`src/rtl/core/fpa_pkg.sv`:
```
// fpa_pkg: shared codes for the fit placement allocator.
// Request types, status codes, fit modes and controller states.
// No dependencies.
package fpa_pkg;

    localparam logic [1:0] REQ_LOAD    = 2'd0;
    localparam logic [1:0] REQ_ALLOC   = 2'd1;
    localparam logic [1:0] REQ_RESTORE = 2'd2;
    localparam logic [1:0] REQ_READ    = 2'd3;

    localparam logic [1:0] ST_DONE   = 2'd0;
    localparam logic [1:0] ST_NOFIT  = 2'd1;
    localparam logic [1:0] ST_FULL   = 2'd2;
    localparam logic [1:0] ST_BADIDX = 2'd3;

    localparam logic [1:0] MODE_FIRST = 2'd0;
    localparam logic [1:0] MODE_BEST  = 2'd1;
    localparam logic [1:0] MODE_WORST = 2'd2;
    localparam logic [1:0] MODE_NEXT  = 2'd3;

    typedef enum logic [7:0] {
        S_IDLE   = 8'b0000_0001,
        S_COPY   = 8'b0000_0010,
        S_CHOOSE = 8'b0000_0100,
        S_SHIFT  = 8'b0000_1000,
        S_WRC    = 8'b0001_0000,
        S_WRN    = 8'b0010_0000,
        S_STATS  = 8'b0100_0000,
        S_OUT    = 8'b1000_0000
    } t_state;

endpackage

```
`src/rtl/core/fpa_ram.sv`:
```
// fpa_ram: generic simple dual-port RAM, one write and one registered read port.
// No dependencies.
module fpa_ram #(
    parameter int WIDTH = 8,
    parameter int DEPTH = 16
) (
    input  logic                     i_clk,
    input  logic                     i_we,
    input  logic [$clog2(DEPTH)-1:0] i_waddr,
    input  logic [WIDTH-1:0]         i_wdata,
    input  logic [$clog2(DEPTH)-1:0] i_raddr,
    output logic [WIDTH-1:0]         o_rdata
);
    logic [WIDTH-1:0] r_mem [DEPTH];

    always_ff @(posedge i_clk) begin
        if (i_we) begin
            r_mem[i_waddr] <= i_wdata;
        end
        o_rdata <= r_mem[i_raddr];
    end
endmodule

```
`src/rtl/core/fit_placement_allocator.sv`:
```
// fit_placement_allocator: top level, request sequencer around two entry RAMs.
// Depends on fpa_pkg and fpa_ram.
//
// Keeps an ordered table of memory blocks (size, used flag, owner) in one RAM and
// the loaded layout in a second RAM. One request is worked at a time; each pass
// over the table reads one entry per cycle from the entry RAM's single read port,
// so the cost follows the table size N (current count) and L (loaded count).
// A read runs only the statistics pass; restore and an accepted load first copy
// the layout (N equals L once the copy is done), and an allocate on a non-empty
// table runs a choose pass, a shift pass when it splits, and the statistics pass.
// After loading the output register the block goes back to idle before taking the
// next request. The next request is taken while a result still waits on the output
// register. fit_mode is to be written through i_cfg_we / i_cfg_wdata only while the
// block is idle; the block itself does not enforce this.
module fit_placement_allocator #(
    parameter int MAX_BLOCKS = 16,
    parameter int SIZE_BITS  = 16,
    parameter int OWNER_BITS = 8,
    localparam int IDX_W   = $clog2(MAX_BLOCKS),
    localparam int CNT_W   = $clog2(MAX_BLOCKS + 1),
    localparam int TOT_W   = SIZE_BITS + IDX_W,
    localparam int IN_RAW  = SIZE_BITS + OWNER_BITS + IDX_W,
    localparam int IN_W    = ((IN_RAW + 7) / 8) * 8,
    localparam int OUT_RAW = IDX_W + SIZE_BITS + 1 + OWNER_BITS + 1 + TOT_W
                             + SIZE_BITS + 2 * CNT_W,
    localparam int OUT_W   = ((OUT_RAW + 7) / 8) * 8
) (
    input  logic             i_clk,
    input  logic             i_rst_n,
    input  logic             i_cfg_we,
    input  logic [1:0]       i_cfg_wdata,     // fit_mode
    input  logic             i_s_axis_tvalid,
    output logic             o_s_axis_tready,
    // req_size, req_owner, entry_sel
    input  logic [IN_W-1:0]  i_s_axis_tdata,
    input  logic [1:0]       i_s_axis_tuser,  // req_type
    output logic             o_m_axis_tvalid,
    input  logic             i_m_axis_tready,
    // entry_index, entry_size, entry_used, entry_owner, split_made,
    // total_free, largest_free, free_count, block_count
    output logic [OUT_W-1:0] o_m_axis_tdata,
    output logic [1:0]       o_m_axis_tuser   // status
);
    import fpa_pkg::*;

    localparam int ENT_W = SIZE_BITS + 1 + OWNER_BITS;

    t_state r_state;
    logic [1:0]            r_mode, r_status;
    logic [SIZE_BITS-1:0]  r_size, r_psize, r_esize, r_lrg;
    logic [OWNER_BITS-1:0] r_owner, r_eown;
    logic [IDX_W-1:0]      r_rover, r_scan, r_pidx, r_pick, r_idx;
    logic [CNT_W-1:0]      r_cur_count, r_ld_count, r_ptr, r_nfree;
    logic [TOT_W-1:0]      r_tot;
    logic                  r_pv, r_found, r_split, r_show, r_eused;
    logic                  r_ovalid;
    logic [OUT_W-1:0]      r_otdata;
    logic [1:0]            r_otuser;

    logic                  cur_we, ld_we;
    logic [IDX_W-1:0]      cur_waddr, cur_raddr, ld_raddr;
    logic [ENT_W-1:0]      cur_wdata, cur_rdata;
    logic [SIZE_BITS-1:0]  ld_rdata;

    logic [SIZE_BITS-1:0]  rd_size;
    logic                  rd_used;
    logic [OWNER_BITS-1:0] rd_owner;
    logic                  s_accept, fits, better;
    logic [CNT_W-1:0]      scan_inc, pick_inc, ptr_dec, new_count;
    logic [SIZE_BITS-1:0]  in_size;
    logic [OWNER_BITS-1:0] in_owner;
    logic [IDX_W-1:0]      in_sel;
    logic [OUT_W-1:0]      out_word;

    assign in_size  = i_s_axis_tdata[SIZE_BITS-1:0];
    assign in_owner = i_s_axis_tdata[SIZE_BITS +: OWNER_BITS];
    assign in_sel   = i_s_axis_tdata[SIZE_BITS + OWNER_BITS +: IDX_W];

    assign o_s_axis_tready = (r_state == S_IDLE);
    assign s_accept        = i_s_axis_tvalid && o_s_axis_tready;

    assign rd_size  = cur_rdata[SIZE_BITS-1:0];
    assign rd_used  = cur_rdata[SIZE_BITS];
    assign rd_owner = cur_rdata[SIZE_BITS+1 +: OWNER_BITS];

    assign fits   = !rd_used && (rd_size >= r_size);
    assign better = ((r_mode == MODE_BEST) && (rd_size < r_psize)) ||
                    ((r_mode == MODE_WORST) && (rd_size > r_psize));

    assign scan_inc  = {1'b0, r_scan} + CNT_W'(1);
    assign pick_inc  = {1'b0, r_pick} + CNT_W'(1);
    assign ptr_dec   = r_ptr - CNT_W'(1);
    assign new_count = r_cur_count + CNT_W'(r_split);

    fpa_ram #(.WIDTH(ENT_W), .DEPTH(MAX_BLOCKS)) u_cur_ram (
        .i_clk   (i_clk),
        .i_we    (cur_we),
        .i_waddr (cur_waddr),
        .i_wdata (cur_wdata),
        .i_raddr (cur_raddr),
        .o_rdata (cur_rdata)
    );

    fpa_ram #(.WIDTH(SIZE_BITS), .DEPTH(MAX_BLOCKS)) u_ld_ram (
        .i_clk   (i_clk),
        .i_we    (ld_we),
        .i_waddr (r_ld_count[IDX_W-1:0]),
        .i_wdata (in_size),
        .i_raddr (ld_raddr),
        .o_rdata (ld_rdata)
    );

    // RAM port control
    always_comb begin
        ld_we     = s_accept && (i_s_axis_tuser == REQ_LOAD) &&
                    (r_ld_count < CNT_W'(MAX_BLOCKS));
        ld_raddr  = r_ptr[IDX_W-1:0];
        cur_we    = 1'b0;
        cur_waddr = r_pidx;
        cur_wdata = {{OWNER_BITS{1'b0}}, 1'b0, ld_rdata};
        cur_raddr = r_ptr[IDX_W-1:0];
        unique case (r_state)
            S_COPY: begin
                cur_we = r_pv;
            end
            S_CHOOSE: begin
                cur_raddr = r_scan;
            end
            S_SHIFT: begin
                cur_raddr = ptr_dec[IDX_W-1:0];
                cur_we    = r_pv;
                cur_waddr = r_pidx + IDX_W'(1);
                cur_wdata = cur_rdata;
            end
            S_WRC: begin
                cur_we    = 1'b1;
                cur_waddr = r_pick;
                cur_wdata = {r_owner, 1'b1, r_split ? r_size : r_psize};
            end
            S_WRN: begin
                cur_we    = 1'b1;
                cur_waddr = pick_inc[IDX_W-1:0];
                cur_wdata = {{OWNER_BITS{1'b0}}, 1'b0, r_psize - r_size};
            end
            S_IDLE, S_STATS, S_OUT: begin
            end
            default: begin
            end
        endcase
    end

    always_comb begin
        out_word = '0;
        out_word[OUT_RAW-1:0] = {r_cur_count, r_nfree, r_lrg, r_tot, r_split,
                                 r_eown, r_eused, r_esize, r_idx};
    end

    always_ff @(posedge i_clk) begin
        if (!i_rst_n) begin
            r_state     <= S_IDLE;
            r_mode      <= MODE_FIRST;
            r_cur_count <= '0;
            r_ld_count  <= '0;
            r_rover     <= '0;
            r_ptr       <= '0;
            r_pv        <= 1'b0;
            r_ovalid    <= 1'b0;
        end else begin
            if (i_cfg_we) begin
                r_mode <= i_cfg_wdata;
            end
            // S_OUT reloads the output register itself
            if (r_ovalid && i_m_axis_tready && (r_state != S_OUT)) begin
                r_ovalid <= 1'b0;
            end
            unique case (r_state)
                S_IDLE: begin
                    if (s_accept) begin
                        r_size   <= in_size;
                        r_owner  <= in_owner;
                        r_split  <= 1'b0;
                        r_found  <= 1'b0;
                        r_tot    <= '0;
                        r_lrg    <= '0;
                        r_nfree  <= '0;
                        r_esize  <= '0;
                        r_eused  <= 1'b0;
                        r_eown   <= '0;
                        r_ptr    <= '0;
                        r_pv     <= 1'b0;
                        case (i_s_axis_tuser)
                            REQ_LOAD: begin
                                if (r_ld_count >= CNT_W'(MAX_BLOCKS)) begin
                                    r_status <= ST_FULL;
                                    r_idx    <= '0;
                                    r_show   <= 1'b0;
                                    r_state  <= S_STATS;
                                end else begin
                                    r_status   <= ST_DONE;
                                    r_idx      <= r_ld_count[IDX_W-1:0];
                                    r_show     <= 1'b1;
                                    r_ld_count <= r_ld_count + CNT_W'(1);
                                    r_state    <= S_COPY;
                                end
                            end
                            REQ_ALLOC: begin
                                r_idx  <= '0;
                                r_show <= 1'b0;
                                if (r_cur_count == '0) begin
                                    r_status <= ST_NOFIT;
                                    r_state  <= S_STATS;
                                end else begin
                                    r_status <= ST_DONE;
                                    r_scan  <= ((r_mode == MODE_NEXT) &&
                                                ({1'b0, r_rover} < r_cur_count))
                                               ? r_rover : '0;
                                    r_state <= S_CHOOSE;
                                end
                            end
                            REQ_RESTORE: begin
                                r_status <= ST_DONE;
                                r_idx    <= '0;
                                r_show   <= 1'b0;
                                r_state  <= S_COPY;
                            end
                            default: begin
                                r_idx <= in_sel;
                                if ({1'b0, in_sel} < r_cur_count) begin
                                    r_show   <= 1'b1;
                                    r_status <= ST_DONE;
                                end else begin
                                    r_show   <= 1'b0;
                                    r_status <= ST_BADIDX;
                                end
                                r_state <= S_STATS;
                            end
                        endcase
                    end
                end
                S_COPY: begin
                    if (r_ptr < r_ld_count) begin
                        r_pidx <= r_ptr[IDX_W-1:0];
                        r_ptr  <= r_ptr + CNT_W'(1);
                        r_pv   <= 1'b1;
                    end else if (r_pv) begin
                        r_pv <= 1'b0;
                    end else begin
                        r_cur_count <= r_ld_count;
                        r_rover     <= '0;
                        r_ptr       <= '0;
                        r_state     <= S_STATS;
                    end
                end
                S_CHOOSE: begin
                    if (r_ptr < r_cur_count) begin
                        r_pidx <= r_scan;
                        r_scan <= (scan_inc >= r_cur_count) ? '0 : scan_inc[IDX_W-1:0];
                        r_ptr  <= r_ptr + CNT_W'(1);
                        r_pv   <= 1'b1;
                    end else begin
                        r_pv <= 1'b0;
                    end
                    if (r_pv && fits && (!r_found || better)) begin
                        r_found <= 1'b1;
                        r_pick  <= r_pidx;
                        r_psize <= rd_size;
                    end
                    if (!(r_ptr < r_cur_count) && !r_pv) begin
                        if (!r_found) begin
                            r_status <= ST_NOFIT;
                            r_ptr    <= '0;
                            r_state  <= S_STATS;
                        end else begin
                            r_idx  <= r_pick;
                            r_show <= 1'b1;
                            if ((r_psize > r_size) &&
                                (r_cur_count < CNT_W'(MAX_BLOCKS))) begin
                                r_split <= 1'b1;
                                r_ptr   <= r_cur_count;
                                r_state <= S_SHIFT;
                            end else begin
                                r_state <= S_WRC;
                            end
                        end
                    end
                end
                S_SHIFT: begin
                    // move entries pick+1 .. count-1 up by one, top first
                    if (r_ptr > pick_inc) begin
                        r_pidx <= ptr_dec[IDX_W-1:0];
                        r_ptr  <= ptr_dec;
                        r_pv   <= 1'b1;
                    end else if (r_pv) begin
                        r_pv <= 1'b0;
                    end else begin
                        r_state <= S_WRC;
                    end
                end
                S_WRC, S_WRN: begin
                    if ((r_state == S_WRC) && r_split) begin
                        r_state <= S_WRN;
                    end else begin
                        r_cur_count <= new_count;
                        if (r_mode == MODE_NEXT) begin
                            r_rover <= (pick_inc < new_count) ? pick_inc[IDX_W-1:0] : '0;
                        end
                        r_ptr   <= '0;
                        r_pv    <= 1'b0;
                        r_state <= S_STATS;
                    end
                end
                S_STATS: begin
                    if (r_ptr < r_cur_count) begin
                        r_pidx <= r_ptr[IDX_W-1:0];
                        r_ptr  <= r_ptr + CNT_W'(1);
                        r_pv   <= 1'b1;
                    end else begin
                        r_pv <= 1'b0;
                    end
                    if (r_pv) begin
                        if (!rd_used) begin
                            r_tot   <= r_tot + TOT_W'(rd_size);
                            r_nfree <= r_nfree + CNT_W'(1);
                            if (rd_size > r_lrg) begin
                                r_lrg <= rd_size;
                            end
                        end
                        if (r_show && (r_pidx == r_idx)) begin
                            r_esize <= rd_size;
                            r_eused <= rd_used;
                            r_eown  <= rd_used ? rd_owner : '0;
                        end
                    end
                    if (!(r_ptr < r_cur_count) && !r_pv) begin
                        r_state <= S_OUT;
                    end
                end
                S_OUT: begin
                    if (!r_ovalid || i_m_axis_tready) begin
                        r_ovalid <= 1'b1;
                        r_otdata <= out_word;
                        r_otuser <= r_status;
                        r_state  <= S_IDLE;
                    end
                end
                default: begin
                    r_state <= S_IDLE;
                end
            endcase
        end
    end

    assign o_m_axis_tvalid = r_ovalid;
    assign o_m_axis_tdata  = r_otdata;
    assign o_m_axis_tuser  = r_otuser;

endmodule

```
`config.mk`:
```
export PLATFORM = sky130hd
export DESIGN_NAME = fit_placement_allocator
export DESIGN_NICKNAME = d
export VERILOG_FILES = /design/src/rtl/core/fpa_pkg.sv /design/src/rtl/core/fpa_ram.sv /design/src/rtl/core/fit_placement_allocator.sv
export SDC_FILE = /design/constraint.sdc
export NUM_CORES = 1
export LEC_CHECK = 0
export ABC_AREA = 1
export BUFFER_PORTS_ARGS = -buffer_cell sky130_fd_sc_hd__clkbuf_2
export CAP_MARGIN = 30
export CORE_MARGIN = 5
export CORE_UTILIZATION = 60
export CTS_BUF_LIST = sky130_fd_sc_hd__clkbuf_2 sky130_fd_sc_hd__clkbuf_4 sky130_fd_sc_hd__clkbuf_8
export CTS_CLUSTER_SIZE = 30
export DETAILED_ROUTE_END_ITERATION = 6
export GPL_ROUTABILITY_DRIVEN = 1
export PLACE_DENSITY = 0.75
export SLEW_MARGIN = 20
export SYNTH_ARGS = -nofsm -noshare
export SYNTH_HDL_FRONTEND = slang
export SYNTH_SLANG_ARGS = --single-unit
```
`constraint.sdc`:
```
create_clock -name i_clk -period 12.6 [get_ports i_clk]
set_input_delay 2.52 -clock i_clk [delete_from_list [all_inputs] [get_ports i_clk]]
set_output_delay 2.52 -clock i_clk [all_outputs]
set_load 0.02 [all_outputs]
```
# Yosys cells after proc, flatten, opt, wreduce, memory -nomap -nowiden
# Memory sizes are Yosys's and may differ from the RTL's. A register that Yosys moved wholly into a read port is not among the register bits.
# Cells that the tools add are included.
[word_totals] ff_bits=236 ram_bits=656 in_bits=41 out_inout_bits=84 word_cells=263 memories=2
[op_classes] n_addsub=10 magnitude_cmp=15 n_eq_ne=40 mux=115 bitwise=1 reduce_logical=53
[mem_list] name="u_cur_ram.r_mem" words=16 width=25 rd=1 rd_clocked_by_memory_dff=1 write_ports=1 line_no="fpa_ram.sv:14" rtl="logic [WIDTH-1:0] r_mem [DEPTH];"
[mem_list] name="u_ld_ram.r_mem" words=16 width=16 rd=1 rd_clocked_by_memory_dff=1 write_ports=1 line_no="fpa_ram.sv:14"
[op_table] op="16-bit two-way mux" count=7
[op_table] op="8-bit two-way mux" count=12
[op_table] op="4-bit two-way mux" count=19
[op_table] op="5-bit two-way mux" count=15
[op_table] op="25-bit case mux with 3 select lines" count=1
[op_table] op="16-bit case mux with 2 select lines" count=2
[op_table] op="20-bit two-way mux" count=3
[op_table] op="8-bit case mux with 7 select lines" count=1
[op_table] op="16-bit > comparator" count=3
[op_table] op="2-bit inequality test (second input constant)" count=21
[op_table] op="20-bit case mux with 2 select lines" count=1
[op_table] op="4-bit case mux with 2 select lines" count=5
[op_table] op="5-bit case mux with 6 select lines" count=1
[op_table] op="5-bit AND reduction" count=6
[op_table] op="7-bit two-way mux" count=4
[op_table] op="1-bit two-way mux" count=24
[op_table] op="8-bit case mux with 3 select lines" count=1
[op_table] op="6-bit AND reduction" count=4
[op_table] op="20-bit by 16-bit adder with 20-bit output" count=1
[op_table] op="5-bit case mux with 2 select lines" count=2
[op_table] op="16-bit >= comparator" count=1
[op_table] op="16-bit < comparator" count=1
[op_table] op="4-bit case mux with 4 select lines" count=1
[op_table] op="8-bit case mux with 2 select lines" count=1
[op_table] op="46 further kinds" count=97

# Longest topological paths before layout
# Gate-level depths: netlist of the first run.
[depth] depth_word=7 depth_mapped=19 depth_no_buf=19

# Modules after synthesis
# From an unflattened synthesis of the first run, not the netlist that was laid out.
[hier_totals] hier_cells=4171 hier_area_um2=42634.6
[by_module_without_submodules] module="fpa_ram at u_cur_ram" instances=1 cells_per_inst=1662 area_each_um2=17852.1 seq_area_each_um2=12512.0
[by_module_without_submodules] module="fit_placement_allocator" instances=1 cells_per_inst=1435 area_each_um2=13401.6 seq_area_each_um2=6776.5
[by_module_without_submodules] module="fpa_ram at u_ld_ram" instances=1 cells_per_inst=1074 area_each_um2=11380.9 seq_area_each_um2=8007.7

# Worst setup path after synthesis of the first run
# No wires, ideal clock.
[synth_timing] path_kind="input to register" start="in i_rst_n" end="reg r_otdata[0], in the netlist o_m_axis_tdata[0], enable pin" setup_ns=0.610 arrival_ns=8.098 required_ns=11.990 slack_ns=3.893 path_stages=3 cell_sequence="inv_1 -> clkbuf_1 -> nor3_1"
[synth_via] elab_chain_cells=1
[synth_rtl] item="from (decl)" line_no="fit_placement_allocator.sv:29" rtl="input logic i_rst_n,"
[synth_rtl] item="3-bit AND reduction (no source line)"
[synth_rtl] item="to (signal assigned)" line_no="fit_placement_allocator.sv:341" rtl="r_otdata <= out_word;"
[synth_rtl] item="to (decl)" line_no="fit_placement_allocator.sv:57" rtl="logic [OUT_W-1:0] r_otdata;"
# No other way between the ends.
# A chain may end at the register's enable or synchronous reset.

# Final worst setup path of the first run
[layout_timing] start="reg r_ptr[0]" end="reg u_cur_ram.o_rdata[12], read port of u_cur_ram.r_mem"
[layout_via] elab_chain_cells=2
[layout_rtl] item="from (decl)" line_no="fit_placement_allocator.sv:53" rtl="logic [CNT_W-1:0] r_cur_count, r_ld_count, r_ptr, r_nfree;"
[layout_rtl] item="from (signal assigned)" line_no="fit_placement_allocator.sv:243" rtl="r_ptr <= r_ptr + CNT_W'(1);"
[layout_rtl] item="from (signal assigned)" line_no="fit_placement_allocator.sv:258" rtl="r_ptr <= r_ptr + CNT_W'(1);"
[layout_rtl] item="from (signal assigned)" line_no="fit_placement_allocator.sv:279" rtl="r_ptr <= r_cur_count;"
[layout_rtl] item="5-bit by 1-bit subtractor with 5-bit output" line_no="fit_placement_allocator.sv:92" rtl="assign ptr_dec = r_ptr - CNT_W'(1);"
[layout_rtl] item="4-bit case mux with 2 select lines (*)" line_no="fit_placement_allocator.sv:122" rtl="unique case (r_state)"
[layout_rtl] item="to (decl)" line_no="fpa_ram.sv:12" rtl="output logic [WIDTH-1:0] o_rdata"
# Every way passes the cells marked *; elsewhere a longest branch is shown, timed or not.

==> results of run 1 <==
[power by group]
group / internal [mW] / switching, mW / total (mW)
sequential: 3.56 / 0.112 / 3.67
combinational: 0.251 / 0.559 / 0.810
clock: 1.42 / 1.18 / 2.60
[cells by family (layout without fill, tap and decap cells)]
| family | count (synthesis) | in the layout | synth area share [%] |
|---|---|---|---|
| other | 1 | 7 | 0.00909 |
| AOI/OAI and AO/OA | 503 | 503 | 7.22 |
| buffers and inverters | 692 | 1006 | 6.73 |
| and+or+nand+nor | 1490 | 1490 | 15.8 |
| DFF | 933 | 933 | 66.1 |
| xor gates and xnor gates | 16 | 16 | 0.340 |
| adders and majority gates | 122 | 122 | 3.73 |
[layout make-up]
class / count / area (um2) / share of cell area (%)
clock buffers: 217 / 2600 / 5.59
inverters: 528 / 1990 / 4.28
repair buffers: 207 / 1660 / 3.56
multi-input cells: 2135 / 11400 / 24.5
well taps: 882 / 1100 / 2.37
flip-flops and latches: 933 / 27300 / 58.7
diodes: 3 / 7.51 / 0.0162
clock inverters: 54 / 420 / 0.905
[how the worst min path moves through the flow]
stage,start,end,slack (ns),depth (start not counted)
floorplan,r_esize[6],o_m_axis_tdata[10],0.40,0
finish,r_status[1],o_m_axis_tuser[1],0.41,0
detailed placement,r_eown[7],o_m_axis_tdata[28],0.40,0
global route,r_eown[6],o_m_axis_tdata[27],0.42,0
CTS,r_status[1],o_m_axis_tuser[1],0.40,0
global placement,r_esize[4],o_m_axis_tdata[8],0.40,0
[worst max-delay path, cell delays in order, from the launching register on]
cell	delay, ns
dfxtp_4	0.78
clkinv_2	0.67
ha_1	0.52
inv_1	0.06
nand2_1	0.08
nand2_1	0.10
a21oi_4	0.12
buf_4	0.55
clkinv_2	0.75
buf_4	0.60
nand3_1	0.19
nand3_1	0.10
nand3_1	0.14
nand2_1	0.13
[sequential cells by signal, indices dropped and copies added (netlist names), 16 cells and up]
register           flops
u_cur_ram.o_rdata     25
o_m_axis_tdata        76
r_size                16
r_psize               16
r_tot                 20
r_esize               16
u_cur_ram.r_mem      400
u_ld_ram.r_mem       256
r_lrg                 16
u_ld_ram.o_rdata      16
[placed cells by master (no fill, tap or decap), types with 12 or more instances in the layout]
cell type / instances
edfxtp_1: 861
nand2_1: 666
inv_1: 510
nand3_1: 423
nor2_1: 269
o21ai_0: 209
clkbuf_8: 155
a21oi_1: 123
ha_1: 120
clkbuf_2: 116
dfxtp_1: 69
buf_4: 64
clkbuf_4: 62
o221ai_1: 54
nand3b_1: 52
o22ai_1: 29
clkinv_1: 26
nor2_4: 20
a31oi_1: 17
nor2_2: 15
o211ai_1: 15
inv_2: 14
buf_16: 13
xor2_1: 12
clkinv_2: 12
[per-layer routing]
metal  track usage [%]  share of wire [%]  vias to the layer above
li1                  -                  -                    13400
met1              37.5                 39                    13700
met2              44.1                 47                     1587
met3              5.27                 10                      269
met4              10.8                3.6                        0
met5                 0                  0                        -
[per-stage QoR]
step / area [um2] / power, mW / util, %
after floorplan: 41300 / 4.21 / -
after global placement: 42800 / 4.47 / 62.5
after detailed placement: 43400 / 4.52 / 63.4
after CTS: 46400 / 7.09 / 67.8
after global routing: 46500 / 7.35 / 67.9
final: 46500 / 7.08 / 67.9
==> out/metrics.csv, run 1 <==
metric;value;unit
layoutNonFillerInstCount;4959;
worst-endpoint-arrival;5.77;ns
clkSinkCount;933;
finalWirelength;104;mm
worst_setup_path_startpoint;r_ptr[0];
power_density;152;nW/um2
design.core.area;68500;um2
yosys_most_used_dff;edfxtp_1;
cts-root-to-sink-buffers;3;
totalNegativeSetupSlack;0;ns
setup_repair_after_global_routing_missed_its_margin;false;
max_cap_viols;0;
drt_first_iter_violations;3406;
grt_first_pass_wirelength;156;mm
post_synth.cell_area_avg;11.0;um2
crit-reg2reg-capture;u_cur_ram.o_rdata[12];
synth.yosys.seq_area_share;66.1;%
netlist_instances;3757;
synth_cell_type_count;55;
dr.pass1.iters;6;
finalHoldWorstSlack;0.410;ns
synth_commonest_cells;861 x edfxtp_1, 666 x nand2_1, 510 x inv_1, 423 x nand3_1, 295 x nor2_1;
die-area;74100;um2
cts.repair_timing.setup_buffer_count;0;
hold_viol;0;
critical_path.endpoint;u_cur_ram.o_rdata[12];
final.setup.worst_slack;7.49;ns
place.detailed.instances;4683;
ys_seq_elements;933;
area_growth;12.6;%
synth_async_sr_flop_share;0;%
grt-ovfl-total;0;
ff2ff_path_depth;13;
initial_utilization;60.3;%
slew_viol_final;0;
grt_antenna_before_repair;2;
worst_slew_margin_rel;30.5;%
setup.worst_path.start_class;register;
worst-r2r-setup-slack;7.49;ns
place.detailed.hpwl;64.2;mm
worstSkewPairLatency;0.80;ns
vias;28900;
finalWeightedCongestion;0.926;
global_route.usage.total;27.5;%
run_status;completed;
cts-htree-levels;4;
worst_slew_pin_slew;1.04;ns
regToRegStartpoint;r_ptr[0];
synth_edf_count;861;
synth.cell_area;41300;um2
vias_per_cell;5.84;
worstPathRequired;13.26;ns
detail-route-antenna-nets;0;
grt_pass1_vias;27500;
netlist_top_cells_area;edfxtp_1 63%, nand2_1 6.1%, nand3_1 5.1%, inv_1 4.6%, ha_1 3.6%;
place.port_buffers;116;
wl_per_cell;20.9;um
drive_above_1_share;13.1;%
final.min_clock_period;5.11;ns
post-synth-top-count-cell;edfxtp_1;
postCtsHoldBufs;0;
die-width;272;um
dp_slack;7.51;ns
ys.warnings.count;0;
layout_nets;4113;
synth.largest_area_cell;edfxtp_1;
n_fill_cell;4816;
kind_of_critical_path;reg -> reg;
timing.final.setup_violations;0;
clock_tree_from_tritoncts;built;
cts_repair_resize_count;0;
maxClockFrequency;196;MHz
clkTransAtPathRegs;0.06;ns
fp.dieH;272;um
num_io_pins;125;
cp_max_fo;65;
hold_path_class;reg -> reg;
skew;0.0400;ns
placement_rows;96;
leakage;18.5;nW
synth_top_area_share;62.6;%
route.detailed.drc;0;
grt_start_max_net_pins;118;
power.ir.vdd_worst;0.126;mV
clk_root_buffer_cell;clkbuf_8;
timing.final.crit_share;40.6;%
tritoncts_buffer_count;145;
worstSetupEndpointType;register;
No activity file was read; power rests on OpenSTA's default activity.
==> run 2: changes to the inputs <==
Settings changed: CORE_UTILIZATION 60 to 58, PLACE_DENSITY 0.75 to 0.76.
Clock period 12.6 ns to 4.54 ns, I/O delays scaled along.
==> out/metrics.csv, run 2 (synthesis gave the netlist of run 1 again) <==
metric;value;unit;change
place.port_buffers;116;;unchanged
cts-htree-levels;4;;unchanged
mostFrequentLayoutCells;861 x edfxtp_1, 666 x nand2_1, 510 x inv_1;;
crit_path_top_delay_cell;nor2_4;;
kind_of_critical_path;reg -> reg;;
cts-root-to-sink-buffers;3;;unchanged
clk_root_buffer_cell;clkbuf_8;;
grt_first_pass_wirelength;159;mm;+2.3%
timing.final.setup_violations;0;;unchanged
clkTransAtPathRegs;0.06;ns;about the same
combPwrFrac;11.7;%;+0.3 points
power.ir.vdd_worst;0.399;mV;+220%
tritoncts_buffer_count;147;;+1.4%
critPathMostFrequentCell;inv_2;;
register_containing_the_most_flip_flops_in_the_final_layout;u_cur_ram.r_mem;;
final_core_utilization;65.9;%;-2.0 points
sequentialPowerShare;52.2;%;+0.3 points
postLayoutCellArea;46300;um2;-0.32%
wl_per_cell;21.0;um;+0.20%
area_growth;12.3;%;
finalWirelength;105;mm;+1.4%
vias_per_cell;5.77;;-1.2%
layout.cells.most_common;edfxtp_1;;
clkSinkCount;933;;unchanged
die-area;76600;um2;+3.3%
power_report.internal_total;14.3;mW;+170%
drive_above_1_share;13.0;%;-0.11 points
setup_repair_after_global_routing_missed_its_margin;false;;
drt_first_iter_violations;3355;;-1.5%
grt-ovfl-total;0;;unchanged
grt_start_max_net_pins;202;;+71%
leakage;18.5;nW;-0.21%
cts.repair_timing.setup_buffer_count;0;;unchanged
cp_slowest_stage_delay;0.51;ns;-0.27 ns
clock_tree_from_tritoncts;built;;
layout_nets;4126;;+0.32%
worst_slew_pin_slew;0.977;ns;-0.0647 ns
post-layout-total-power;19.5;mW;+180%
maxClockFrequency;255;MHz;+31%
largest_register_ff_count;400;;unchanged
detail-route-antenna-nets;0;;unchanged
finalHoldWorstSlack;0.277;ns;-0.133 ns
final.min_clock_period;3.91;ns;-1.20 ns
totalNegativeSetupSlack;0;ns;unchanged
setup.worst_path.start_class;register;;
p_sw_share;26.6;%;+0.43 points
finalWeightedCongestion;0.919;;-0.78%
die-width;277;um;+1.6%
design.core.area;70300;um2;+2.6%
cts_repair_resize_count;0;;unchanged
grt_pass1_vias;27900;;+1.7%
power.net_switching;5.18;mW;+180%
initial_utilization;58.7;%;-1.5 points
hold_path_class;in -> reg;;
num_io_pins;125;;unchanged
placedInstanceArea;43400;um2;about the same
cp_max_fo;19;;-71%
skew;0.0377;ns;-0.00227 ns
vias;29000;;+0.073%
worst_slew_margin_rel;34.6;%;+4.1 points
postCtsHoldBufs;0;;unchanged
place.detailed.hpwl;63.9;mm;-0.51%
route.detailed.drc;0;;unchanged
placement_rows;97;;+1.0%
hold_viol;0;;unchanged
slew_viol_final;0;;unchanged
path_cells;nor2_2 -> nand2_1 -> inv_2 -> nand3_2 -> inv_2 -> nor2_4 -> inv_2 -> nor2_2 -> inv_2 -> nor2_1 -> nor2_1 -> inv_1 -> nand2_1 -> nor2_4 -> buf_12;;
global_route.usage.total;26.9;%;-0.57 points
worst-endpoint-arrival;4.40;ns;-1.37 ns
fp.dieH;277;um;+1.6%
grt_antenna_before_repair;4;;+2
timing.final.crit_share;86.2;%;+46 points
worstSkewPairLatency;0.82;ns;+0.02 ns
power.share.clock;36.1;%;-0.6 points
run_status;completed;;
power_density;421;nW/um2;+180%
worstPathRequired;5.03;ns;-8.23 ns
worstSetupEndpointType;register;;
max_cap_viols;0;;unchanged
dr.pass1.iters;7;;+1
run 2: cell types whose count changed in the layout (fill, tap and decap cells not counted), moves of 6 or more:
cell and delta:
buf_4 +23, buf_16 -11, nor2_1 +8, nor2_2 -8, buf_8 -7, buf_12 +6, clkbuf_4 -6
run 2: final timing paths:
kind	start	endpoint	slack, ns	cells after the start
max	r_state[1]	u_cur_ram.r_mem[13][4]	0.63	15
min	i_s_axis_tdata[19]	r_owner[3]	0.28	1
max reg2reg	r_state[1]	u_cur_ram.r_mem[13][4]	0.63	15
min reg2reg	r_eown[2]	o_m_axis_tdata[23]	0.42	0
run 2: power groups by stage:
stage / combinational, mW / clock, mW / sequential, mW
after floorplan: 1.50 / 0 / 10.2
after global placement: 2.12 / 0 / 10.3
after detailed placement: 2.24 / 0 / 10.3
after CTS: 2.25 / 7.14 / 10.2
after global routing: 2.54 / 7.53 / 10.2
final: 2.29 / 7.03 / 10.2
run 2: routing by layer:
metal	vias up	GRT usage (%)	wire length (um)
met5	-	0	13
met4	2	9.85	3260
met3	268	5.93	11000
met2	1596	43.6	49400
met1	13700	36.2	41500
li1	13400	-	-
run 2: final cells by class:
cell class                      count  area [um2]
Sequential cell                   933       27300
Fill cell                        5034       23900
Multi-Input combinational cell   2135       11400
Clock buffer                      211        2550
Inverter                          528        1990
Timing Repair Buffer              218        1540
Tap cell                          940        1180
Clock inverter                     52         360
Antenna cell                        4        10.0
run 2: critical path, delay by kind of cell, from the launching register on:
kind	cells	cell delay (ns)
buf+inv	6	1.04
flops	1	0.44
simple gates	9	2.08
run 2: stage by stage:
step | cells | worst slack (ns)
floorplan | 3760 | 0.826
global placement | 4750 | 0.829
detailed placement | 4754 | 0.716
CTS | 5017 | 0.681
global route | 5019 | 0.443
finish | 5021 | 0.625
